<file path="config.mk">
export PLATFORM = sky130hd
export DESIGN_NAME = v2py_join
export DESIGN_NICKNAME = d
export VERILOG_FILES = /design/src/rtl/vector_to_pitch_yaw_unit_defines.svh /design/src/rtl/v2py_pkg.sv /design/src/rtl/v2py_join.sv
export SDC_FILE = /design/constraint.sdc
export NUM_CORES = 1
export LEC_CHECK = 0
export ABC_AREA = 1
export BUFFER_PORTS_ARGS = -buffer_cell sky130_fd_sc_hd__buf_2
export CAP_MARGIN = 30
export CORE_ASPECT_RATIO = 0.9
export CORE_MARGIN = 2
export CORE_UTILIZATION = 30
export CTS_CLUSTER_DIAMETER = 200
export CTS_CLUSTER_SIZE = 40
export DETAILED_ROUTE_END_ITERATION = 8
export PLACE_DENSITY = 0.58
export REMOVE_ABC_BUFFERS = 1
export SLEW_MARGIN = 20
export SYNTH_ARGS = -nofsm -noshare
export SYNTH_HDL_FRONTEND = slang
export SYNTH_SLANG_ARGS = --single-unit
</file>
<file path="constraint.sdc">
create_clock -name clk -period 11.2 [get_ports clk]
set_input_delay 0 -clock clk [delete_from_list [all_inputs] [get_ports clk]]
set_output_delay 0 -clock clk [all_outputs]
set_load 0.005 [all_outputs]
</file>
<file path="src/rtl/vector_to_pitch_yaw_unit_defines.svh">
// Assertion macros shared by the vector_to_pitch_yaw_unit RTL.
`ifndef VECTOR_TO_PITCH_YAW_UNIT_DEFINES_SVH
`define VECTOR_TO_PITCH_YAW_UNIT_DEFINES_SVH

// Same-cycle implication, sampled on clk and disabled during reset.
`define V2PY_ASSERT_IMP(label, trig, cond, msg) \
    label: assert property (@(posedge clk) disable iff (!rst_n) (trig) |-> (cond)) \
        else $error(msg);

// Next-cycle implication, sampled on clk and disabled during reset.
`define V2PY_ASSERT_NEXT(label, trig, cond, msg) \
    label: assert property (@(posedge clk) disable iff (!rst_n) (trig) |=> (cond)) \
        else $error(msg);

`endif

</file>
<file path="src/rtl/v2py_pkg.sv">
// Constants and arctangent table shared by the pitch/yaw CORDIC datapath.
package v2py_pkg;

    localparam int GUARD_BITS    = 26;
    localparam int DP_HEADROOM   = 4;
    localparam int ANGLE_FRAC    = 20;
    localparam int ANGLE_W       = 31;
    localparam int CORDIC_STAGES = 24;
    localparam int GAIN_W        = 31;
    localparam int GAIN_SHIFT    = 4;
    localparam int TRUNC_BIAS    = 128;
    localparam int DEG_W         = 9;
    localparam int DEG_360       = 360;

    localparam logic [GAIN_W-1:0] GAIN_Q30 = 31'd1768195363;

    localparam logic [DEG_W-1:0] DEG_90  = 9'd90;
    localparam logic [DEG_W-1:0] DEG_270 = 9'd270;
    localparam logic [DEG_W-1:0] DEG_359 = 9'd359;

    localparam logic signed [ANGLE_W-1:0] HALF_TURN = ANGLE_W'(180 * (2 ** ANGLE_FRAC));

    // atan(2^-i) in degrees, 20 fractional bits, rounded to nearest.
    localparam logic [ANGLE_W-1:0] ATAN_TAB [CORDIC_STAGES] = '{
        31'd47185920, 31'd27855475, 31'd14718068, 31'd7471121,
        31'd3750058,  31'd1876857,  31'd938658,   31'd469357,
        31'd234682,   31'd117342,   31'd58671,    31'd29335,
        31'd14668,    31'd7334,     31'd3667,     31'd1833,
        31'd917,      31'd458,      31'd229,      31'd115,
        31'd57,       31'd29,       31'd14,       31'd7
    };

endpackage

</file>
<file path="src/rtl/v2py_join.sv">
// Last yaw iteration plus setup of the pitch pass: planar length against gain-scaled z.
module v2py_join
    import v2py_pkg::*;
#(
    parameter int CW = 24,
    localparam int DW = CW + GUARD_BITS + DP_HEADROOM,
    localparam int PW = CW + GAIN_W,
    localparam int KY = PW + 3,
    localparam int KP = ANGLE_W + 2
) (
    input  logic                      clk,
    input  logic                      rst_n,
    input  logic                      up_valid,
    output logic                      up_ready,
    input  logic signed [DW-1:0]      up_x,
    input  logic signed [DW-1:0]      up_y,
    input  logic signed [ANGLE_W-1:0] up_ang,
    input  logic [KY-1:0]             up_keep,
    output logic                      dn_valid,
    input  logic                      dn_ready,
    output logic signed [DW-1:0]      dn_x,
    output logic signed [DW-1:0]      dn_y,
    output logic [KP-1:0]             dn_keep
);

    localparam int LAST = CORDIC_STAGES - 1;
    localparam int RW   = PW + 1 - GAIN_SHIFT;

    logic                      take;
    logic                      rot_pos;
    logic signed [DW-1:0]      ys;
    logic signed [ANGLE_W-1:0] yaw_ang;
    logic [PW:0]               z_round;
    logic [DW-1:0]             z_unsigned;
    logic                      valid_reg;
    logic                      valid_next;
    logic signed [DW-1:0]      x_reg;
    logic signed [DW-1:0]      x_next;
    logic signed [DW-1:0]      y_reg;
    logic signed [DW-1:0]      y_next;
    logic [KP-1:0]             keep_reg;
    logic [KP-1:0]             keep_next;

    assign take     = !valid_reg || dn_ready;
    assign up_ready = take;

    always_comb
    begin
        ys      = up_y >>> LAST;
        rot_pos = !up_y[DW-1];
        if (rot_pos)
        begin
            x_next  = up_x + ys;
            yaw_ang = up_ang + ATAN_TAB[LAST];
        end
        else
        begin
            x_next  = up_x - ys;
            yaw_ang = up_ang - ATAN_TAB[LAST];
        end
        // Round the gain product half up on its magnitude, then restore the sign.
        z_round    = {1'b0, up_keep[PW-1:0]} + (PW+1)'(2 ** (GAIN_SHIFT - 1));
        z_unsigned = {{(DW-RW){1'b0}}, z_round[PW:GAIN_SHIFT]};
        y_next     = up_keep[PW] ? -z_unsigned : z_unsigned;
        keep_next  = {up_keep[PW+2], up_keep[PW+1], yaw_ang};
        valid_next = take ? up_valid : valid_reg;
    end

    always_ff @(posedge clk or negedge rst_n)
    begin
        if (!rst_n)
        begin
            valid_reg <= 1'b0;
        end
        else
        begin
            valid_reg <= valid_next;
        end
    end

    always_ff @(posedge clk)
    begin
        if (take && up_valid)
        begin
            x_reg    <= x_next;
            y_reg    <= y_next;
            keep_reg <= keep_next;
        end
    end

    assign dn_valid = valid_reg;
    assign dn_x     = x_reg;
    assign dn_y     = y_reg;
    assign dn_keep  = keep_reg;

endmodule

</file>
==> results.json, run 1 <==
{
  "switching_share_pct": 33.4,
  "irDropWorstVdd_mv": 0.105,
  "global_route.overflow_total": 0,
  "area_growth_pct": 23.4,
  "r2r-start": "dn_valid$_DFFE_PN0N_",
  "ys.warnings.count": 0,
  "worst_slew_pin_slew_ns": 0.881,
  "h-tree-depth": 4,
  "wl_per_cell_um": 16.2,
  "reg2reg_depth": 2,
  "p_int_w": 0.00121,
  "cts_buffer_depth": 2,
  "numCtsBuffers": 17,
  "synth_edf_count": 141,
  "ant_nets": 0,
  "syn_area_um2": 13700,
  "post-route-util_pct": 37.4,
  "grt_max_degree": 74,
  "rows": 74,
  "seq_area_frac_synth_pct": 31.0,
  "min_period_ns": 4.72,
  "portBuffers": 317,
  "setup_viol": 0,
  "fillCellCount": 4833,
  "synthCells": 1983,
  "met3_usage_pct": 3.01,
  "power.density_nw_per_um2": 107,
  "die_area_um2": 47500,
  "worstSetupEndpointType": "flip-flop",
  "synth_flop_cell": "edfxtp_1",
  "crit_path_start_kind": "input port",
  "layout_common_cells": "nand2_1 (588), buf_2 (317), nor2_1 (273)",
  "met1_usage_pct": 27.1,
  "power_frac_comb_pct": 29.7,
  "status": "finished clean",
  "reg2reg_to": "dn_keep[9]$_DFFE_PP_",
  "min_to": "dn_y[34]$_DFFE_PP_",
  "p_switching_w": 0.000607,
  "core-area_um2": 45300,
  "hold_class": "input port to flip-flop",
  "nNetsFinal": 2621,
  "cp_max_fo": 14,
  "drc_errors": 0,
  "cts_tree": "built",
  "ctsRootBufferMaster": "clkbuf_16",
  "dr_total_vias": 14200,
  "clockPowerShare_pct": 33.2,
  "clk_latency_ns": 0.47,
  "start_util_pct": 30.3,
  "clock_sinks": 142,
  "path_clk_slew_ns": 0.06,
  "antenna_found_initial": 0,
  "worstHoldStart": "up_keep[38]",
  "drtIter0Drc": 1049,
  "busiest_layer": "met2",
  "grt_usage_pct": 19.9,
  "ff2ff_setup_slack_ns": 9.38,
  "grt_pass1_vias": 13600,
  "first_pass_iters": 5,
  "grt_pass1_wl_um": 73100,
  "worstPathCellList": "dlygate4sd3_1, buf_2, nor3_1, nand4_1, nor2_1, nand3_1, nor2_1, nand3_1, inv_1, nand2_1, nand2_1, xor2_1, inv_1, ha_1, a21oi_1, inv_1, a21oi_1, o21ai_0, o21bai_1, a21oi_1, o21ai_0, xor2_1",
  "worstHoldPathCells": 4,
  "async_flop_share_pct": 0.704,
  "ys_ff_latch": 142,
  "p_leak_nw": 7.91,
  "die_w_um": 230,
  "slowest_delay_ns": 0.57,
  "use_met2_pct": 32.4,
  "crit_type": "input port to flip-flop",
  "final_cells": 2955,
  "dp_cells": 2898,
  "io_pins": 344,
  "fin_crit_sh_pct": 42.2,
  "ys_types": 43,
  "cp_slowest_cell": "nand3_1",
  "syn_avg_cell_area_um2": 6.92,
  "seq_area_um2": 4260,
  "cap_violations": 0,
  "die_y_um": 207,
  "drive_above_1_share_pct": 17.4,
  "setup_tns_ns": 0,
  "gp_congestion": 1.00,
  "max_freq_mhz": 212,
  "seqPwrFrac_pct": 37.1,
  "rsz0062_at_grt": "false",
  "final_common_cell": "nand2_1",
  "critical_path_required_ns": 11.40,
  "crit_arrival_ns": 4.92,
  "drv_slew": 0,
  "relSlewSlack_pct": 41.2,
  "multi_input_area_um2": 8500,
  "post_cts_buffers": 0,
  "vias_per_cell": 4.82,
  "wl_um": 47900,
  "dpl.hpwl_um": 40200,
  "hold_viol_final": 0,
  "clock_skew_ns": 0.00766
}
[power groups by stage]
stage | Clock [W] | Combinational, W | Sequential (W)
3_5_place_dp | 0 | 0.000526 | 0.000686
2_1_floorplan | 0 | 0.000306 | 0.000698
5_1_grt | 0.000642 | 0.000600 | 0.000679
4_1_cts | 0.000623 | 0.000535 | 0.000675
6_report | 0.000603 | 0.000539 | 0.000674
3_3_place_gp | 0 | 0.000523 | 0.000685
[cells by family after synthesis]
family | count (synthesis) | share of synthesized area (%)
and+or+nand+nor | 1092 | 34.0
buffers and inverters | 262 | 7.16
AOI/OAI and AO/OA | 257 | 10.6
xor gates and xnor gates | 143 | 9.18
DFF | 142 | 31.0
adders and majority gates | 87 | 8.04
[metal layers]
metal | wire [um] | part of all wire (%)
met3 | 2410 | 5.0
met5 | 0 | 0
met2 | 21800 | 45
met4 | 1030 | 2.2
met1 | 22700 | 47
[through the flow]
stage               power (W)  setup slack, ns  area, um^2  hold slack (ns)
finish                0.00182             6.48       16900           0.0366
global placement      0.00121             6.74       16100           -0.224
CTS                   0.00183             6.61       16900          0.00179
detailed placement    0.00121             6.66       16100           -0.218
global route          0.00192             6.14       16900           0.0324
floorplan             0.00100             3.30       13700           -0.296
[worst max-delay path, delay by kind of cell]
| kind | cells | cell delay, ns |
|---|---|---|
| AOI/OAI and AO/OA | 6 | 1.21 |
| and+or+nand+nor | 8 | 1.85 |
| adders and majority gates | 1 | 0.33 |
| buffers and inverters | 5 | 1.12 |
| xor gates and xnor gates | 2 | 0.36 |
[cell type report]
class / instances / area share (%)
Multi-Input combinational cell: 1579 / 50.2
Sequential cell: 142 / 25.1
Timing Repair Buffer: 345 / 11.1
Inverter: 248 / 5.50
Tap cell: 608 / 4.49
Clock buffer: 18 / 2.53
Clock inverter: 14 / 1.08
Antenna cell: 1 / 0.0148
[repair_timing]
| action | 4_1_cts | 5_1_grt |
|---|---|---|
| endpoints found under the hold margin | 21 | 0 |
| resized for setup | 0 | 0 |
| hold buffers | 23 | 0 |
[cell usage after synthesis, types with 13 or more instances]
library cell    n  area share, %
ha_1           85            7.7
inv_1         246            6.7
a21oi_1       109            4.0
nor2_1        273            7.5
o21bai_1       15           0.82
xor2_1        108            6.9
a31oi_1        21           0.96
nor4_1         15           0.68
nand2_1       588             16
clkbuf_1       13           0.36
nor3_1         28            1.0
nand4_1        34            1.5
edfxtp_1      141             31
o21ai_0        71            2.6
nand3_1        92            3.4
nor2_2         14           0.64
xnor2_1        34            2.2
nand2_2        16           0.73
[state kept, by name, summed over array words and instances, names as in the netlist]
signal,cells
dn_x,54
dn_y,54
dn_keep,33
dn_valid,1
[worst max-delay path by stage]
| stage | from | cells after the start | to |
|---|---|---|---|
| 2_1_floorplan | dn_valid$_DFFE_PN0N_ | 1 | dn_keep[0]$_DFFE_PP_ |
| 3_3_place_gp | up_y[24] | 21 | dn_x[46]$_DFFE_PP_ |
| 3_5_place_dp | up_y[23] | 21 | dn_x[46]$_DFFE_PP_ |
| 4_1_cts | up_y[23] | 22 | dn_x[46]$_DFFE_PP_ |
| 5_1_grt | up_y[23] | 20 | dn_x[46]$_DFFE_PP_ |
| 6_report | up_y[23] | 22 | dn_x[46]$_DFFE_PP_ |
No activity file was read; power rests on OpenSTA's default activity.
==> run 2, diff against run 1 <==
--- a/config.mk
+++ b/config.mk
@@ -5,7 +5,7 @@
 export SDC_FILE = /design/constraint.sdc
 export NUM_CORES = 1
 export LEC_CHECK = 0
-export ABC_AREA = 1
+export ABC_AREA = 0
 export BUFFER_PORTS_ARGS = -buffer_cell sky130_fd_sc_hd__buf_2
 export CAP_MARGIN = 30
 export CORE_ASPECT_RATIO = 0.9
@@ -14,7 +14,7 @@
 export CTS_CLUSTER_DIAMETER = 200
 export CTS_CLUSTER_SIZE = 40
 export DETAILED_ROUTE_END_ITERATION = 8
-export PLACE_DENSITY = 0.58
+export PLACE_DENSITY = 0.6
 export REMOVE_ABC_BUFFERS = 1
 export SLEW_MARGIN = 20
 export SYNTH_ARGS = -nofsm -noshare
==> constraint.sdc (replaced) <==
create_clock -name clk -period 4.01 [get_ports clk]
set_input_delay 0 -clock clk [delete_from_list [all_inputs] [get_ports clk]]
set_output_delay 0 -clock clk [all_outputs]
set_load 0.005 [all_outputs]
==> results.json, run 2 <==
{
  "nNetsFinal": 2136,
  "synth_flop_cell": "edfxtp_1",
  "synth_top_area_share_pct": 33.3,
  "dpl.hpwl_um": 36300,
  "area_growth_pct": 32.1,
  "die_w_um": 221,
  "ctsRootBufferMaster": "clkbuf_16",
  "synth.most_common_cell": "edfxtp_1",
  "met1_length_um": 19700,
  "synthTopCellsByArea": "edfxtp_1 (33%), xnor2_1 (9.4%), ha_1 (8.4%)",
  "rows": 71,
  "grt_pass1_vias": 12500,
  "syn_area_um2": 12700,
  "syn_avg_cell_area_um2": 9.16,
  "first_pass_iters": 5,
  "async_flop_share_pct": 0.704,
  "clock_skew_ns": 0.00774,
  "setup_tns_ns": 0,
  "routed.top_layer": "met5",
  "drive_above_1_share_pct": 29.8,
  "ant_nets": 0,
  "relSlewSlack_pct": 42.6,
  "final_cells": 2416,
  "post_cts_buffers": 0,
  "ys_types": 91,
  "critical_path_required_ns": 4.32,
  "wl_per_cell_um": 18.5,
  "irDropWorstVdd_mv": 0.302,
  "grt_usage_pct": 20.1,
  "global_route.overflow_total": 0,
  "crit_type": "input port to flip-flop",
  "min_period_ns": 3.73,
  "wl_met3_um": 2970,
  "detailedPlace.worstSlack_ns": -0.567,
  "h-tree-depth": 4,
  "setup_viol": 0,
  "yosysTopAreaCell": "edfxtp_1",
  "grt_pass1_wl_um": 68700,
  "fin_ws_ns": 0.283,
  "worstPathCellList": "buf_2, nor4_2, buf_4, nor4b_2, buf_4, nand2_1, nor4_4, buf_4, and2_1, buf_4, a21oi_1, xnor2_1, ha_1, a21o_1, a21o_1, a21oi_1, nor3b_1, a2111oi_1, o41a_1, o21ai_0, buf_4, a221o_1, a21oi_1",
  "layout_common_cells": "buf_2 (317), buf_4 (149), edfxtp_1 (141)",
  "worst_slew_pin_slew_ns": 0.861,
  "synthCells": 1389,
  "slowest_delay_ns": 0.38,
  "dr_wl_met2_um": 20800,
  "p_leak_nw": 7.02,
  "path_clk_slew_ns": 0.07,
  "ys_ff_latch": 142,
  "fin_crit_sh_pct": 92.9,
  "dr_total_vias": 12600,
  "wl_um": 44600,
  "worstSetupEndpointType": "flip-flop",
  "final_common_cell": "buf_2",
  "cp_slowest_cell": "a2111oi_1",
  "seq_area_frac_synth_pct": 33.5,
  "crit_arrival_ns": 4.04,
  "cts_buffer_depth": 2,
  "cp_max_fo": 4,
  "max_freq_mhz": 268,
  "numCtsBuffers": 17,
  "fin_hold_ws_ns": 0.0339,
  "grt_max_degree": 62,
  "die_y_um": 199,
  "crit_path_start_kind": "input port",
  "synth_common_cells": "edfxtp_1 (141), xnor2_1 (136), nor2_1 (115)",
  "hold_class": "input port to flip-flop",
  "cap_violations": 0,
  "clock_sinks": 142,
  "clk_latency_ns": 0.46,
  "die_area_um2": 44100,
  "dp_cells": 2356,
  "antenna_found_initial": 12,
  "start_util_pct": 30.4,
  "portBuffers": 317,
  "drv_slew": 0,
  "drc_errors": 0,
  "fillCellCount": 4211,
  "cts_tree": "built",
  "synth_edf_count": 141,
  "gp_congestion": 0.933,
  "path_common_cell": "buf_4",
  "power.density_nw_per_um2": 304,
  "hold_viol_final": 0,
  "p_total_w": 0.00511,
  "drtIter0Drc": 921,
  "core-area_um2": 41800,
  "io_pins": 344,
  "vias_per_cell": 5.20,
  "ys.warnings.count": 0,
  "status": "finished clean"
}
run 2: cell count changes after synthesis, sizes merged, moves of 18 or more:
cell    before  now
clkbuf      13   31
nor2       302  115
inv        248   42
xnor2       35  137
a21o         9   43
xor2       108   65
nor3        28   50
nand3       96   66
nand2      606   88
run 2: through the flow:
step	area [um^2]	utilization, %
3_5_place_dp	15900	38.1
3_3_place_gp	15900	38.1
5_1_grt	16800	40.1
6_report	16800	40.2
4_1_cts	16700	40.0
2_1_floorplan	12500	-
run 2: where the power goes:
group / leakage (nW) / switching [W] / internal, W
combinational: 5.39 / 0.000838 / 0.000703
clock: 0.281 / 0.000653 / 0.00103
sequential: 1.35 / 0.0000464 / 0.00184
run 2: cells by family after synthesis:
logic type | after synthesis | synth area share, %
AOI/OAI and AO/OA | 365 | 19.3
xor gates and xnor gates | 202 | 14.1
adders and majority gates | 87 | 8.68
buffers and inverters | 90 | 3.00
DFF | 142 | 33.5
muxes | 7 | 0.570
and+or+nand+nor | 496 | 20.9
run 2: worst max-delay path, delay by kind of cell:
family	cells	cell delay, ns
AO/OA/AOI/OAI	9	1.76
XOR/XNOR	1	0.14
adder cells (fa/ha/maj)	1	0.20
buffers and inverters	6	0.90
AND/OR/NAND/NOR	6	1.00
run 2: layout make-up:
type	count	area (um^2)	area share, %
clock buffer	18	429	2.55
inverter	42	158	0.938
tap	547	684	4.07
multi-input combinational	1157	8130	48.4
timing repair buffer	488	2950	17.5
antenna	8	20.0	0.119
clock inverter	14	174	1.04
sequential	142	4260	25.4
run 2: worst paths after layout:
| kind | endpoint | cells after the start | start | slack [ns] |
|---|---|---|---|---|
| worst max-delay path | dn_x[47]$_DFFE_PP_ | 23 | up_y[28] | 0.28 |
| worst min-delay path | dn_keep[30]$_DFFE_PP_ | 3 | up_ang[30] | 0.03 |
| worst max register to register | dn_x[37]$_DFFE_PP_ | 3 | dn_valid$_DFFE_PN0N_ | 1.96 |
| worst min register to register | dn_valid$_DFFE_PN0N_ | 3 | dn_valid$_DFFE_PN0N_ | 1.08 |
| max in group asynchronous | dn_valid$_DFFE_PN0N_ | 3 | rst_n | 3.52 |
| min in group asynchronous | dn_valid$_DFFE_PN0N_ | 3 | rst_n | 0.39 |
run 2: layer usage:
layer  up-vias  track usage (%)
li1       6122                -
met1      5948             25.4
met2       409             33.4
met3        78             5.16
met4         8             6.49
met5         -                0
run 2: timing repair:
action	in CTS	in global routing
endpoints found under the hold margin	17	0
gates resized for setup	2	11
setup endpoints to repair	6	22
pin swaps	0	3
hold buffers	20	0
