`src/rtl/vector_to_pitch_yaw_unit_defines.svh`:
```
// Assertion macros shared by the vector_to_pitch_yaw_unit RTL.
`ifndef VECTOR_TO_PITCH_YAW_UNIT_DEFINES_SVH
`define VECTOR_TO_PITCH_YAW_UNIT_DEFINES_SVH

// Same-cycle implication, sampled on clk and disabled during reset.
`define V2PY_ASSERT_IMP(label, trig, cond, msg) \
    label: assert property (@(posedge clk) disable iff (!rst_n) (trig) |-> (cond)) \
        else $error(msg);

// Next-cycle implication, sampled on clk and disabled during reset.
`define V2PY_ASSERT_NEXT(label, trig, cond, msg) \
    label: assert property (@(posedge clk) disable iff (!rst_n) (trig) |=> (cond)) \
        else $error(msg);

`endif

```
`src/rtl/v2py_pkg.sv`:
```
// Constants and arctangent table shared by the pitch/yaw CORDIC datapath.
package v2py_pkg;

    localparam int GUARD_BITS    = 26;
    localparam int DP_HEADROOM   = 4;
    localparam int ANGLE_FRAC    = 20;
    localparam int ANGLE_W       = 31;
    localparam int CORDIC_STAGES = 24;
    localparam int GAIN_W        = 31;
    localparam int GAIN_SHIFT    = 4;
    localparam int TRUNC_BIAS    = 128;
    localparam int DEG_W         = 9;
    localparam int DEG_360       = 360;

    localparam logic [GAIN_W-1:0] GAIN_Q30 = 31'd1768195363;

    localparam logic [DEG_W-1:0] DEG_90  = 9'd90;
    localparam logic [DEG_W-1:0] DEG_270 = 9'd270;
    localparam logic [DEG_W-1:0] DEG_359 = 9'd359;

    localparam logic signed [ANGLE_W-1:0] HALF_TURN = ANGLE_W'(180 * (2 ** ANGLE_FRAC));

    // atan(2^-i) in degrees, 20 fractional bits, rounded to nearest.
    localparam logic [ANGLE_W-1:0] ATAN_TAB [CORDIC_STAGES] = '{
        31'd47185920, 31'd27855475, 31'd14718068, 31'd7471121,
        31'd3750058,  31'd1876857,  31'd938658,   31'd469357,
        31'd234682,   31'd117342,   31'd58671,    31'd29335,
        31'd14668,    31'd7334,     31'd3667,     31'd1833,
        31'd917,      31'd458,      31'd229,      31'd115,
        31'd57,       31'd29,       31'd14,       31'd7
    };

endpackage

```
`src/rtl/v2py_ang_if.sv`:
```
// Valid/ready channel that carries one pitch/yaw result item.
interface v2py_ang_if
    import v2py_pkg::*;
();

    logic             valid;
    logic             ready;
    logic [DEG_W-1:0] pitch_deg;
    logic [DEG_W-1:0] yaw_deg;

    modport source (
        output valid,
        output pitch_deg,
        output yaw_deg,
        input  ready
    );

    modport sink (
        input  valid,
        input  pitch_deg,
        input  yaw_deg,
        output ready
    );

endinterface

```
`src/rtl/v2py_deg.sv`:
```
// Exit cell: last pitch iteration, degree truncation and wrap, output register.
`include "vector_to_pitch_yaw_unit_defines.svh"

module v2py_deg
    import v2py_pkg::*;
#(
    parameter int CW = 24,
    localparam int DW = CW + GUARD_BITS + DP_HEADROOM,
    localparam int KP = ANGLE_W + 2
) (
    input  logic                      clk,
    input  logic                      rst_n,
    input  logic                      up_valid,
    output logic                      up_ready,
    input  logic signed [DW-1:0]      up_x,
    input  logic signed [DW-1:0]      up_y,
    input  logic signed [ANGLE_W-1:0] up_ang,
    input  logic [KP-1:0]             up_keep,
    v2py_ang_if.source                ang
);

    localparam int SW   = ANGLE_W + 1;
    localparam int QW   = SW - ANGLE_FRAC;
    localparam int LAST = CORDIC_STAGES - 1;
    localparam logic signed [SW-1:0] BIAS = SW'(TRUNC_BIAS);
    localparam logic signed [SW-1:0] TAIL = SW'(ATAN_TAB[LAST]);
    localparam logic signed [SW-1:0] BIAS_PLUS_TAIL  = BIAS + TAIL;
    localparam logic signed [SW-1:0] BIAS_MINUS_TAIL = BIAS - TAIL;

    function automatic logic [DEG_W-1:0] to_deg(input logic neg, input logic [SW-1:0] mag_b);
        logic [QW-1:0] d;
        logic [QW-1:0] r;
        d = mag_b[SW-1:ANGLE_FRAC];
        r = (neg && d != '0) ? QW'(DEG_360) - d : d;
        return r[DEG_W-1:0];
    endfunction

    logic                take;
    logic                rot_pos;
    logic                zero_xy;
    logic                z_pos;
    logic signed [SW-1:0] p_ext;
    logic signed [SW-1:0] p_fin;
    logic signed [SW-1:0] p_pos_sum;
    logic signed [SW-1:0] p_neg_sum;
    logic signed [SW-1:0] w_ext;
    logic signed [SW-1:0] w_pos_sum;
    logic signed [SW-1:0] w_neg_sum;
    logic                valid_reg;
    logic                valid_next;
    logic [DEG_W-1:0]    pitch_reg;
    logic [DEG_W-1:0]    pitch_next;
    logic [DEG_W-1:0]    yaw_reg;
    logic [DEG_W-1:0]    yaw_next;

    assign take     = !valid_reg || ang.ready;
    assign up_ready = take;

    always_comb
    begin
        rot_pos = !up_y[DW-1];
        zero_xy = up_keep[KP-1];
        z_pos   = up_keep[KP-2];
        p_ext   = {up_ang[ANGLE_W-1], up_ang};
        // The final pitch step is folded into the bias constants so the
        // magnitude-plus-bias sums do not wait for the step's own adder.
        p_fin     = rot_pos ? p_ext + TAIL : p_ext - TAIL;
        p_pos_sum = p_ext + (rot_pos ? BIAS_PLUS_TAIL : BIAS_MINUS_TAIL);
        p_neg_sum = (rot_pos ? BIAS_MINUS_TAIL : BIAS_PLUS_TAIL) - p_ext;
        w_ext     = {up_keep[ANGLE_W-1], up_keep[ANGLE_W-1:0]};
        w_pos_sum = w_ext + BIAS;
        w_neg_sum = BIAS - w_ext;
        if (zero_xy)
        begin
            pitch_next = z_pos ? DEG_90 : DEG_270;
            yaw_next   = '0;
        end
        else
        begin
            pitch_next = to_deg(p_fin[SW-1], p_fin[SW-1] ? p_neg_sum : p_pos_sum);
            yaw_next   = to_deg(w_ext[SW-1], w_ext[SW-1] ? w_neg_sum : w_pos_sum);
        end
        valid_next = take ? up_valid : valid_reg;
    end

    always_ff @(posedge clk or negedge rst_n)
    begin
        if (!rst_n)
        begin
            valid_reg <= 1'b0;
        end
        else
        begin
            valid_reg <= valid_next;
        end
    end

    always_ff @(posedge clk)
    begin
        if (take && up_valid)
        begin
            pitch_reg <= pitch_next;
            yaw_reg   <= yaw_next;
        end
    end

    assign ang.valid     = valid_reg;
    assign ang.pitch_deg = pitch_reg;
    assign ang.yaw_deg   = yaw_reg;

    `V2PY_ASSERT_IMP(a_len_sign, up_valid, !up_x[DW-1], "pitch pass length went negative")
    `V2PY_ASSERT_IMP(a_pitch_range, valid_reg, (pitch_reg <= DEG_90 || pitch_reg >= DEG_270) && pitch_reg <= DEG_359, "pitch out of range")
    `V2PY_ASSERT_IMP(a_yaw_range, valid_reg, yaw_reg <= DEG_359, "yaw out of range")
    `V2PY_ASSERT_NEXT(a_zero_vector, up_valid && take && zero_xy, yaw_reg == '0 && (pitch_reg == DEG_90 || pitch_reg == DEG_270), "zero planar vector gave a wrong result")

endmodule

```
`src/flat_wrapper.sv`:
```
// flat-port wrapper written by rule: the top's interface ports become plain ports
module v2py_deg_flat import v2py_pkg::*;
#(
    parameter int CW = 24,
    localparam int DW = CW + GUARD_BITS + DP_HEADROOM,
    localparam int KP = ANGLE_W + 2
)
  (clk, rst_n, up_valid, up_ready, up_x, up_y, up_ang, up_keep, ang_valid, ang_pitch_deg, ang_yaw_deg, ang_ready);
  v2py_ang_if ang_i ();
  input  logic clk;
  input  logic rst_n;
  input  logic up_valid;
  output logic up_ready;
  input  logic signed [DW-1:0] up_x;
  input  logic signed [DW-1:0] up_y;
  input  logic signed [ANGLE_W-1:0] up_ang;
  input  logic [KP-1:0] up_keep;
  output wire logic [$bits(ang_i.valid)-1:0] ang_valid;
  output wire logic [$bits(ang_i.pitch_deg)-1:0] ang_pitch_deg;
  output wire logic [$bits(ang_i.yaw_deg)-1:0] ang_yaw_deg;
  input wire logic [$bits(ang_i.ready)-1:0] ang_ready;
  assign ang_valid = ang_i.valid;
  assign ang_pitch_deg = ang_i.pitch_deg;
  assign ang_yaw_deg = ang_i.yaw_deg;
  assign ang_i.ready = ang_ready;
  v2py_deg #(.CW(CW)) u_core (.clk(clk), .rst_n(rst_n), .up_valid(up_valid), .up_ready(up_ready), .up_x(up_x), .up_y(up_y), .up_ang(up_ang), .up_keep(up_keep), .ang(ang_i));
endmodule
```
`config.mk`:
```
export PLATFORM = sky130hd
export DESIGN_NAME = v2py_deg_flat
export DESIGN_NICKNAME = d
export VERILOG_FILES = /design/src/rtl/v2py_pkg.sv /design/src/rtl/v2py_ang_if.sv /design/src/rtl/v2py_deg.sv /design/src/flat_wrapper.sv
export VERILOG_INCLUDE_DIRS = /design/src /design/src/rtl
export SDC_FILE = /design/constraint.sdc
export NUM_CORES = 1
export LEC_CHECK = 0
export ABC_AREA = 1
export BUFFER_PORTS_ARGS = -buffer_cell sky130_fd_sc_hd__buf_4
export CAP_MARGIN = 20
export CORE_MARGIN = 2
export CORE_UTILIZATION = 46
export DETAILED_ROUTE_END_ITERATION = 8
export PLACE_DENSITY = 0.87
export SLEW_MARGIN = 20
export SYNTH_ARGS = -nofsm -noshare
export SYNTH_HDL_FRONTEND = slang
export SYNTH_SLANG_ARGS = --single-unit
```
`constraint.sdc`:
```
create_clock -name clk -period 1.6 [get_ports clk]
set_input_delay 0.32 -clock clk [delete_from_list [all_inputs] [get_ports clk]]
set_output_delay 0.32 -clock clk [all_outputs]
set_load 0.02 [all_outputs]
```
==> results_dict.tcl, run 1 <==
set metrics [dict create \
    syn_inst 877 \
    ctsLongestPathBuffers 2 \
    synth.distinct_cells 38 \
    grt_overflow 26 \
    ys.flop_type "edfxtp_1" \
    io_buffer_count 88 \
    synth_area_um2 4735 \
    die_w_um 105.5 \
    yosys_warnings 0 \
    cts_max_level 1 \
    synth_top_area_share_pct 25.37 \
    dp_cells 1297 \
    ys_ff_latch 19 \
    synth_edf_count 18 \
    async_reset_ff_share_pct 5.263 \
    root_buffer "clkbuf_8" \
    synth_area_leader_cell "nand2_1" \
    repair-timing-grt-worst-ep "u_core.ang.pitch_deg[4]$_DFFE_PP_/D" \
    grtUsageTotal_pct 59.06 \
    grt_max_degree 19 \
    error "[ERROR GRT-0232] Routing congestion too high. Check the congestion heatmap in the GUI." \
    fp.dieH_um 105.5 \
    cts_buffers 3 \
    num_io_pins 196 \
    cts_sinks 19 \
    worst_path_end_type "register input" \
    gp_congestion 1.026 \
    avgSynthCellArea_um2 5.399 \
    stop_stage "global routing" \
    ys_seq_area_share_pct 11.95 \
    status "aborted with a tool error" \
    fp-row-count 37 \
    initial_core_util_pct 46.70 \
    syn-num-nets 1093 \
    synth_area_leaders "nand2_1, edfxtp_1, nand3_1, ha_1, inv_1" \
    place.detailed.hpwl_mm 14.58 \
]
routing by layer:
metal	global-route usage, %	overflow
met3	41.37	1
met1	57.01	0
met4	55.90	13
met5	10.48	0
met2	80.97	12
Yosys cell counts, types with 12 or more instances:
cell and number:
ha_1 40, a21oi_1 19, inv_1 121, xor2_1 15, edfxtp_1 18, nand2_2 12, nand3_1 105, nor3_1 30
nor2_1 100, nand2_1 320, o21ai_0 15, nand4_1 25
stage by stage:
step	util, %	hold WS (ns)	setup WS (ns)	cell area (um2)	setup TNS (ns)
after floorplan	-	0.02441	-1.261	4947	-14.61
after global placement	72.07	0.09535	-1.448	7307	-19.58
after detailed placement	72.07	0.09678	-1.530	7307	-20.74
after CTS	77.33	0.3269	-1.159	7840	-14.44
kinds of logic after synthesis:
group / share of synthesized area [%]
compound gates: 5.338
xor+xnor: 2.960
fa+ha+maj: 10.57
buf+inv: 10.73
flops: 11.94
simple gates: 58.46
timing repair:
| item | in CTS |
|---|---|
| endpoints found under the setup margin | 18 |
| hold buffers | 1 |
| pin swaps | 43 |
| gates cloned | 1 |
| hold endpoints to repair | 1 |
| buffers inserted | 20 |
| gates resized for setup | 80 |
==> run 2, diff against run 1 <==
--- a/config.mk
+++ b/config.mk
@@ -10,9 +10,9 @@
 export BUFFER_PORTS_ARGS = -buffer_cell sky130_fd_sc_hd__buf_4
 export CAP_MARGIN = 20
 export CORE_MARGIN = 2
-export CORE_UTILIZATION = 46
+export CORE_UTILIZATION = 40
 export DETAILED_ROUTE_END_ITERATION = 8
-export PLACE_DENSITY = 0.87
+export PLACE_DENSITY_LB_ADDON = 0.15
 export SLEW_MARGIN = 20
 export SYNTH_ARGS = -nofsm -noshare
 export SYNTH_HDL_FRONTEND = slang
==> constraint.sdc (replaced) <==
create_clock -name clk -period 2.1 [get_ports clk]
set_input_delay 0.42 -clock clk [delete_from_list [all_inputs] [get_ports clk]]
set_output_delay 0.42 -clock clk [all_outputs]
set_load 0.02 [all_outputs]
==> run 2 against run 1 <==
The flow now finishes, with violations (setup timing). Area after synthesis stayed put. Synthesized cell count stayed put.
==> results_dict.tcl, run 2 <==
set metrics [dict create \
    yosysMostFrequentCell "nand2_1" \
    grt_antenna_before_repair 0 \
    cts_max_level 1 \
    end_kind "register" \
    synth_area_leaders "nand2_1, edfxtp_1, nand3_1, ha_1, inv_1" \
    fp.dieH_um 112.8 \
    ys.flop_type "edfxtp_1" \
    cts_buffers 3 \
    cts_sinks 19 \
    drcViolationCount 0 \
    p_total_mw 2.800 \
    p_leak_nw 4.348 \
    max_slew_margin_pct 66.79 \
    yosys_warnings 0 \
    clk_pin_slew_worst_paths_ns 0.05 \
    mostFrequentLayoutCell "buf_4" \
    synth_top_area_share_pct 25.37 \
    max_freq_ghz 0.3387 \
    cp_max_fo 6 \
    worstPathRequired_ns 2.08 \
    avgSynthCellArea_um2 5.399 \
    nets 1417 \
    status "complete, but fails checks" \
    slowest_delay_ns 0.29 \
    grt_first_pass_wirelength_mm 30.05 \
    first_global_vias 6655 \
    grt_overflow 0 \
    crit_buf_inv 4 \
    synth_area_um2 4735 \
    layout_setup_ws_ns -0.8527 \
    ys_seq_area_share_pct 11.95 \
    cp_common_cell "nand2_4" \
    die_w_um 112.8 \
    drt_iter0_markers 642 \
    crit_chain "buf_12, clkinvlp_4, buf_6, ha_4, nand2_4, nor2_4, nand3_2, nand2_2, nand2_2, nand2_2, nand2_4, nand2_4, nand2_4, nand2_8, nand2_4, nand2_4, inv_4, ha_4, nand3_4, nor2_4, a21oi_4, nand2_1, nand2_1, nand3_1" \
    syn_inst 877 \
    synth_commonest_cells "nand2_1, inv_1, nand3_1" \
    core_um2 11470 \
    cts_tree "built" \
    syn2layout_area_growth_pct 77.99 \
    initial_core_util_pct 41.29 \
    rsz0062_at_grt "true" \
    seq_area_um2 565.5 \
    min_from "up_valid" \
    powerDensity_nw_per_um2 332.3 \
    post_drt_wl_per_cell_um 14.60 \
    setup_viol 17 \
    dieArea_um2 12720 \
    ys_ff_latch 19 \
    r2r_start "u_core.ang.valid$_DFFE_PN0N_" \
    ant_nets 0 \
    crit_family "simple AND/OR/NAND/NOR gates" \
    fin_util_pct 73.49 \
    hold_viol 0 \
    violations "setup timing" \
    synth.distinct_cells 38 \
    critPathKind "input port to register" \
    synth_edf_count 18 \
    fin_skew_ns 0.005018 \
    hold_path.class "input port to register" \
    diodes 0 \
    critPathArrivalTime_ns 2.93 \
    gp_congestion 1.026 \
    root_buffer "clkbuf_16" \
    slowest_stage "ha_4" \
    cp-start-kind "input port" \
    clock_latency_ns 0.25 \
    place.detailed.hpwl_mm 14.93 \
    final_cell_mix "buf_4, nand2_1, inv_1" \
    crit_start "up_y[53]" \
    fill_cells 963 \
    avgViaCountPerCell 5.177 \
    grtUsageTotal_pct 28.74 \
    timing.final.crit_share_pct 140.6 \
    worstMarginPinSlew_ns 0.4930 \
    ir_drop_mv 0.4409 \
    maxCapViolCount 0 \
    fin_tns_setup_ns -8.582 \
    wl_mm 19.60 \
    hold_ws_ns 0.4019 \
    async_reset_ff_share_pct 5.263 \
    first_pass_iters 5 \
    grt_max_degree 19 \
    ctsLongestPathBuffers 2 \
    syn-num-nets 1093 \
    drive_above_1_share_pct 43.25 \
    fp-row-count 39 \
    synth_area_leader_cell "nand2_1" \
    io_buffer_count 88 \
    vias 6953 \
    maxSlewViolCount 0 \
    period_needed_ns 2.953 \
    multiInputGateArea_um2 4567 \
    num_io_pins 196 \
]
[run 2: cell counts after synthesis]
Identical to the previous run, type by type.
[run 2: power by group]
| group | leakage (nW) | total [mW] | internal, mW | switching (mW) |
|---|---|---|---|---|
| Sequential | 0.185 | 0.467 | 0.458 | 0.00892 |
| Combinational | 4.12 | 1.94 | 0.887 | 1.06 |
| Clock | 0.0409 | 0.390 | 0.255 | 0.135 |
| Total | 4.35 | 2.80 | 1.60 | 1.20 |
[run 2: cell families after synthesis]
family / after synthesis / share of synthesized area (%)
compound gates: 45 / 5.338
xor+xnor: 16 / 2.960
fa+ha+maj: 40 / 10.57
buf+inv: 130 / 10.73
flops: 19 / 11.94
simple gates: 627 / 58.46
[run 2: path summary, 6_finish.rpt]
path,end,slack [ns],cells past startpoint
min reg2reg,u_core.ang.valid$_DFFE_PN0N_,0.60,2
max reg2reg,u_core.ang.pitch_deg[5]$_SDFFCE_PP0P_,0.96,2
min,u_core.ang.valid$_DFFE_PN0N_,0.40,3
max,u_core.ang.pitch_deg[3]$_SDFFCE_PP1P_,-0.85,24
min in group asynchronous,u_core.ang.valid$_DFFE_PN0N_,0.50,2
max in group asynchronous,u_core.ang.valid$_DFFE_PN0N_,1.52,2
[run 2: metal layers]
layer | part of all wire, % | up-vias | track usage [%]
met5 | 0 | - | 0
met4 | 3.4 | 0 | 8.211
met3 | 6.1 | 54 | 4.231
met2 | 51 | 245 | 54.53
met1 | 40 | 3171 | 33.25
li1 | - | 3483 | -
[run 2: worst min-delay path, delay by kind of cell]
kind,cells,cell delay (ns)
buf+inv,2,0.11
simple gates,1,0.07
[run 2: area by class of cell]
cell class	instances	area share, %
clock buffer	3	0.8909
tap	143	2.123
sequential	19	6.711
clock inverter	1	0.05939
multi-input combinational	728	54.19
timing repair buffer	327	30.51
inverter	122	5.509
[run 2: metrics by stage]
stage,instance area [um2],std cells,worst slack (ns)
floorplan,4931,877,-0.8610
global placement,7393,1321,-1.035
detailed placement,7393,1321,-1.093
CTS,7891,1337,-0.7618
global route,8427,1343,-0.9902
finish,8427,1343,-0.8527
[run 2: repair_timing]
item,4_1_cts,5_1_grt
endpoints found under the hold margin,1,0
setup buffers,10,7
gates resized for setup,75,117
setup endpoints to repair,17,17
pin swaps,57,56
cloned,1,0
hold buffers,1,0
(Power assumes the default switching activity.)
==> run 3, diff against run 2 <==
--- a/config.mk
+++ b/config.mk
@@ -6,11 +6,10 @@
 export SDC_FILE = /design/constraint.sdc
 export NUM_CORES = 1
 export LEC_CHECK = 0
-export ABC_AREA = 1
 export BUFFER_PORTS_ARGS = -buffer_cell sky130_fd_sc_hd__buf_4
 export CAP_MARGIN = 20
 export CORE_MARGIN = 2
-export CORE_UTILIZATION = 40
+export CORE_UTILIZATION = 41
 export DETAILED_ROUTE_END_ITERATION = 8
 export PLACE_DENSITY_LB_ADDON = 0.15
 export SLEW_MARGIN = 20
==> constraint.sdc (replaced) <==
create_clock -name clk -period 2.6 [get_ports clk]
set_input_delay 0.52 -clock clk [delete_from_list [all_inputs] [get_ports clk]]
set_output_delay 0.52 -clock clk [all_outputs]
set_load 0.02 [all_outputs]
==> run 3 against run 2 <==
The run still ends with setup timing left. Total power down 33%. First-iteration DRC count decreased by 74%. Flip-flop and latch count unchanged. Utilization fell by 0.73 points. Cell area is 30% lower. Synthesized cell count down 51%. Register-to-register slack better by 0.45 ns. Count of clock-buffer cells in the layout unchanged. Critical endpoint is now u_core.ang.pitch_deg[8]$_DFFE_PP_.
==> results_dict.tcl, run 3 <==
set metrics [dict create \
    hold_path.class "input port to async pin" \
    gp_congestion 0.9487 \
    io_buffer_count 88 \
    setup_viol 17 \
    die_w_um 94.66 \
    avgViaCountPerCell 5.718 \
    synth_area_um2 3369 \
    syn-num-nets 649 \
    cp_common_cell "buf_4" \
    syn2layout_area_growth_pct 74.75 \
    fin_tns_setup_ns -15.14 \
    max_freq_ghz 0.2463 \
    slowest_delay_ns 0.50 \
    ys.flop_type "edfxtp_1" \
    cts_max_level 1 \
    grt_max_degree 24 \
    hold_buffers 0 \
    synth.distinct_cells 70 \
    period_needed_ns 4.060 \
    end_kind "register" \
    cts_sinks 19 \
    wl_mm 11.46 \
    num_io_pins 196 \
    worstPathRequired_ns 2.61 \
    synthSimpleGateAreaFrac_pct 32.23 \
    timing.final.crit_share_pct 156.2 \
    root_buffer "clkbuf_8" \
    final_cell_mix "buf_4, nor2_1, ha_1" \
    syn_inst 433 \
    layout_setup_ws_ns -1.460 \
    rsz0062_at_grt "true" \
    cts_buffers 3 \
    place.detailed.hpwl_mm 8.521 \
    cp_max_fo 13 \
    yosysMostFrequentCell "ha_1" \
    grt_first_pass_wirelength_mm 18.77 \
    grt_overflow 0 \
    synthMuxAreaShare_pct 1.820 \
    fp-row-count 33 \
    async_reset_ff_share_pct 5.263 \
    vias 4300 \
    drive_above_1_share_pct 51.62 \
    hold_viol 0 \
    ff2ff_setup_slack_ns 1.41 \
    synth_top_family_by_area "simple AND/OR/NAND/NOR gates" \
    synth_compound_area_share_pct 23.88 \
    synth_top_area_share_pct 16.04 \
    synth_area_leader_cell "edfxtp_1" \
    ant_nets 0 \
    ctsLongestPathBuffers 2 \
    p_leak_nw 2.611 \
    fp.dieH_um 94.66 \
    initial_core_util_pct 41.64 \
    maxSlewViolCount 0 \
    violations "setup timing" \
    finalInstanceArea_um2 5888 \
    post_drt_wl_per_cell_um 15.24 \
    clk_pin_slew_worst_paths_ns 0.07 \
    fin_util_pct 72.76 \
    crit_buf_inv 7 \
    critPathKind "input port to register" \
    grtUsageTotal_pct 25.22 \
    grt_antenna_before_repair 0 \
    powerDensity_nw_per_um2 317.8 \
    synth_xor_area_share_pct 6.201 \
    mostFrequentLayoutCell "buf_4" \
    max_slew_margin_pct 39.42 \
    reg2regPathDepth 3 \
    crit_chain "buf_12, buf_12, ha_1, nand4_1, nor3_4, buf_4, o211ai_1, buf_4, buf_4, and4_4, or4b_1, o211ai_1, buf_4, o311ai_4, buf_4, and3_4, a221o_1" \
    cts_tree "built" \
    maxCapViolCount 0 \
    ys_ff_latch 19 \
    drcViolationCount 0 \
    fill_cells 639 \
    dieArea_um2 8960 \
    first_global_vias 4195 \
    first_pass_iters 4 \
    ir_drop_mv 0.1557 \
    r2r_start "u_core.ang.valid$_DFFE_PN0N_" \
    drt_iter0_markers 165 \
    nets 864 \
    cp-start-kind "input port" \
    synth_adder_area_share_pct 14.85 \
    worstMarginPinSlew_ns 0.8973 \
    avgSynthCellArea_um2 7.782 \
    fin_skew_ns 0.001048 \
    crit_family "simple AND/OR/NAND/NOR gates" \
    clock_latency_ns 0.26 \
    diodes 0 \
    synth_commonest_cells "ha_1, nor2_1, a21oi_1" \
    ys_seq_area_share_pct 16.78 \
    seq_area_um2 565.5 \
    yosys_warnings 0 \
    r2r_end "u_core.ang.yaw_deg[7]$_SDFFCE_PP0P_" \
    core_um2 8093 \
    placed_area_um2 5139 \
    synth_edf_count 18 \
    status "complete, but fails checks" \
    synth_area_leaders "edfxtp_1, ha_1, a21oi_1, nor2_1, xnor2_1" \
    slowest_stage "or4b_1" \
    p_total_mw 1.872 \
    critPathArrivalTime_ns 4.07 \
    multiInputGateArea_um2 3236 \
]
[run 3: metrics by stage]
stage / hold WS, ns / std cells / worst slack [ns]
floorplan: 0.2244 / 433 / -1.641
global placement: 0.2958 / 722 / -1.790
detailed placement: 0.2968 / 722 / -1.873
CTS: 0.01527 / 748 / -1.415
global route: 0.009084 / 752 / -1.576
finish: 0.01757 / 752 / -1.460
[run 3: kinds of logic (layout without fill, tap and decap cells)]
family                   Yosys count  in the layout
buffers and inverters             37            251
AO/OA/AOI/OAI                    111            111
multiplexers                       6              6
XOR/XNOR                          23             23
flip-flops                        19             19
adder cells (fa/ha/maj)           40             40
AND/OR/NAND/NOR                  197            197
[run 3: worst max-delay path by stage]
stage                        start                                 to  slack [ns]  cells past startpoint
final                     up_y[53]  u_core.ang.pitch_deg[8]$_DFFE_PP_       -1.46                     17
after global routing      up_y[53]  u_core.ang.pitch_deg[8]$_DFFE_PP_       -1.58                     20
after CTS                 up_y[53]  u_core.ang.pitch_deg[8]$_DFFE_PP_       -1.42                     21
after detailed placement  up_y[53]  u_core.ang.pitch_deg[8]$_DFFE_PP_       -1.87                     19
after global placement    up_y[53]  u_core.ang.pitch_deg[8]$_DFFE_PP_       -1.79                     18
after floorplan           up_y[53]  u_core.ang.pitch_deg[8]$_DFFE_PP_       -1.64                     18
[run 3: final cells by class]
class | count | share of cell area [%]
clock buffer | 3 | 0.7012
clock inverter | 1 | 0.08500
inverter | 20 | 1.339
multi-input combinational | 377 | 54.95
sequential | 19 | 9.605
tap | 105 | 2.231
timing repair buffer | 227 | 31.09
[run 3: routing by layer]
metal  track usage, %  wire, um  vias up
li1                 -         -     2109
met1            30.89      4768     2008
met2            46.51      5857      151
met3            2.873       575       32
met4            6.643       259        0
met5                0         0        -
[run 3: power by group]
part	leakage, nW	total [mW]	switching [mW]	internal, mW
clock	0.0255	0.207	0.101	0.107
combinational	2.40	1.28	0.621	0.659
sequential	0.184	0.384	0.00800	0.376
total	2.61	1.87	0.730	1.14
[run 3: repair_timing]
| item | CTS | global route |
|---|---|---|
| endpoints found under the setup margin | 17 | 17 |
| resized for setup | 74 | 31 |
| pin swaps | 56 | 27 |
| setup buffers | 26 | 5 |
| cloned | 0 | 0 |
==> run 4, diff against run 3 <==
--- a/config.mk
+++ b/config.mk
@@ -6,9 +6,9 @@
 export SDC_FILE = /design/constraint.sdc
 export NUM_CORES = 1
 export LEC_CHECK = 0
+export ABC_CLOCK_PERIOD_IN_PS = 2600
 export BUFFER_PORTS_ARGS = -buffer_cell sky130_fd_sc_hd__buf_4
 export CAP_MARGIN = 20
-export CORE_MARGIN = 2
 export CORE_UTILIZATION = 41
 export DETAILED_ROUTE_END_ITERATION = 8
 export PLACE_DENSITY_LB_ADDON = 0.15
==> run 4 against run 3 <==
The run still ends with setup timing left. Via count is 0.40% lower. Combinational power hardly changed. Flip-flop and latch count stayed put. Die area is 4.2% lower. Setup slack better by 0.093 ns. Critical endpoint unchanged.
==> results_dict.tcl, run 4 (synthesis gave the netlist of run 3 again) <==
set metrics [dict create \
    status "complete, but fails checks" \
    violations "setup timing" \
    cts_max_level 1 \
    diodes 0 \
    cts_buffers 3 \
    worstMarginPinSlew_ns 0.9061 \
    worstPathRequired_ns 2.61 \
    clock_latency_ns 0.26 \
    core_um2 7848 \
    crit_family "compound AO/OA/AOI/OAI gates" \
    wl_mm 11.50 \
    critPathKind "input port to register" \
    ir_drop_mv 0.2602 \
    r2r_start "u_core.ang.valid$_DFFE_PN0N_" \
    placed_area_um2 5112 \
    crit_buf_inv 4 \
    powerDensity_nw_per_um2 318.2 \
    p_leak_nw 2.545 \
    nets 857 \
    vias 4283 \
    crit_chain "buf_12, clkinvlp_4, buf_12, ha_4, nand4_1, a21oi_2, buf_4, o31a_1, a21oi_1, o211ai_1, and2_4, xnor2_2, ha_2, nor4bb_4, nor2_1, o211a_1, o311ai_4, a41oi_2, and3_1, a221o_1" \
    drive_above_1_share_pct 50.31 \
    reg2regPathDepth 3 \
    fin_util_pct 73.77 \
    max_slew_margin_pct 38.82 \
    maxCapViolCount 0 \
    layout_setup_ws_ns -1.367 \
    drt_iter0_markers 178 \
    grtUsageTotal_pct 25.81 \
    finalInstanceArea_um2 5789 \
    slowest_stage "a221o_1" \
    mostFrequentLayoutCell "buf_4" \
    rsz0062_at_grt "true" \
    ctsLongestPathBuffers 2 \
    ant_nets 0 \
    first_global_vias 4280 \
    drcViolationCount 0 \
    fin_skew_ns 0.002226 \
    initial_core_util_pct 42.94 \
    ff2ff_setup_slack_ns 1.41 \
    gp_congestion 0.8749 \
    first_pass_iters 4 \
    root_buffer "clkbuf_8" \
    syn2layout_area_growth_pct 71.82 \
    hold_viol 0 \
    crit_start "up_y[53]" \
    maxSlewViolCount 0 \
    post_drt_wl_per_cell_um 15.50 \
    io_buffer_count 88 \
    final_cell_mix "buf_4, nor2_1, ha_1" \
    fp.dieH_um 92.66 \
    place.detailed.hpwl_mm 8.579 \
    cts_tree "built" \
    max_freq_ghz 0.2521 \
    fin_tns_setup_ns -15.10 \
    cp-start-kind "input port" \
    grt_antenna_before_repair 0 \
    slowest_delay_ns 0.28 \
    setup_viol 17 \
    hold_path.class "input port to async pin" \
    clk_pin_slew_worst_paths_ns 0.07 \
    place_ws_ns -1.891 \
    cp_max_fo 8 \
    cts_sinks 19 \
    grt_max_degree 24 \
    cp_common_cell "buf_12" \
    end_kind "register" \
    die_w_um 92.66 \
    grt_overflow 0 \
    fp-row-count 32 \
    dieArea_um2 8585 \
    critPathArrivalTime_ns 3.98 \
    period_needed_ns 3.967 \
    timing.final.crit_share_pct 152.6 \
    r2r_end "u_core.ang.pitch_deg[5]$_SDFFCE_PP0P_" \
    num_io_pins 196 \
    avgViaCountPerCell 5.772 \
    p_total_mw 1.842 \
    grt_first_pass_wirelength_mm 18.49 \
]
-- run 4: cell types whose count changed in the layout (fill, tap and decap cells not counted), moves of 3 or more --
cell     change
nor4_2       +4
nor4_1       -3
nand2_1      +4
nand2_2      -5
buf_4        -3
-- run 4: how the worst max path moves through the flow --
stage,endpoint,slack (ns),cells after the start
6_report,u_core.ang.pitch_deg[8]$_DFFE_PP_,-1.37,20
5_1_grt,u_core.ang.pitch_deg[8]$_DFFE_PP_,-1.57,20
4_1_cts,u_core.ang.pitch_deg[8]$_DFFE_PP_,-1.42,20
3_5_place_dp,u_core.ang.pitch_deg[8]$_DFFE_PP_,-1.89,17
3_3_place_gp,u_core.ang.pitch_deg[8]$_DFFE_PP_,-1.81,18
2_1_floorplan,u_core.ang.pitch_deg[8]$_DFFE_PP_,-1.64,18
-- run 4: report_power, final --
group          switching (mW)  total (mW)  leakage [nW]  internal, mW
registers             0.00795       0.384         0.184         0.376
logic                   0.610        1.25          2.34         0.640
clock network           0.101       0.207        0.0255         0.107
-- run 4: final cells by class --
cell class	count	area, um2
flip-flops and latches	19	565.5
well taps	102	127.6
inverters	20	78.83
clock buffers	3	41.29
multi-input cells	377	3226
repair buffers	220	1745
clock inverters	1	5.005
fillers	618	2058
-- run 4: metal layers --
metal / share of wire, % / GRT usage [%]
met5: 0 / 0
met4: 2.1 / 7.051
met3: 4.9 / 2.874
met2: 51 / 47.41
met1: 42 / 31.64
-- run 4: worst reg2reg max path, delay by kind of cell, from the launching register on --
kind / cells / cell delay [ns]
buf+inv: 1 / 0.24
flops: 1 / 0.39
simple gates: 2 / 0.25
-- run 4: timing repair --
action	4_1_cts	5_1_grt
buffers inserted	29	3
pin swaps	40	31
setup endpoints to repair	17	17
resized for setup	45	45
hold buffers	0	0
-- run 4: through the flow --
stage	std cells	hold slack (ns)
floorplan	433	0.2244
global placement	716	0.2951
detailed placement	716	0.2961
CTS	740	0.01514
global route	742	0.008562
finish	742	0.02095
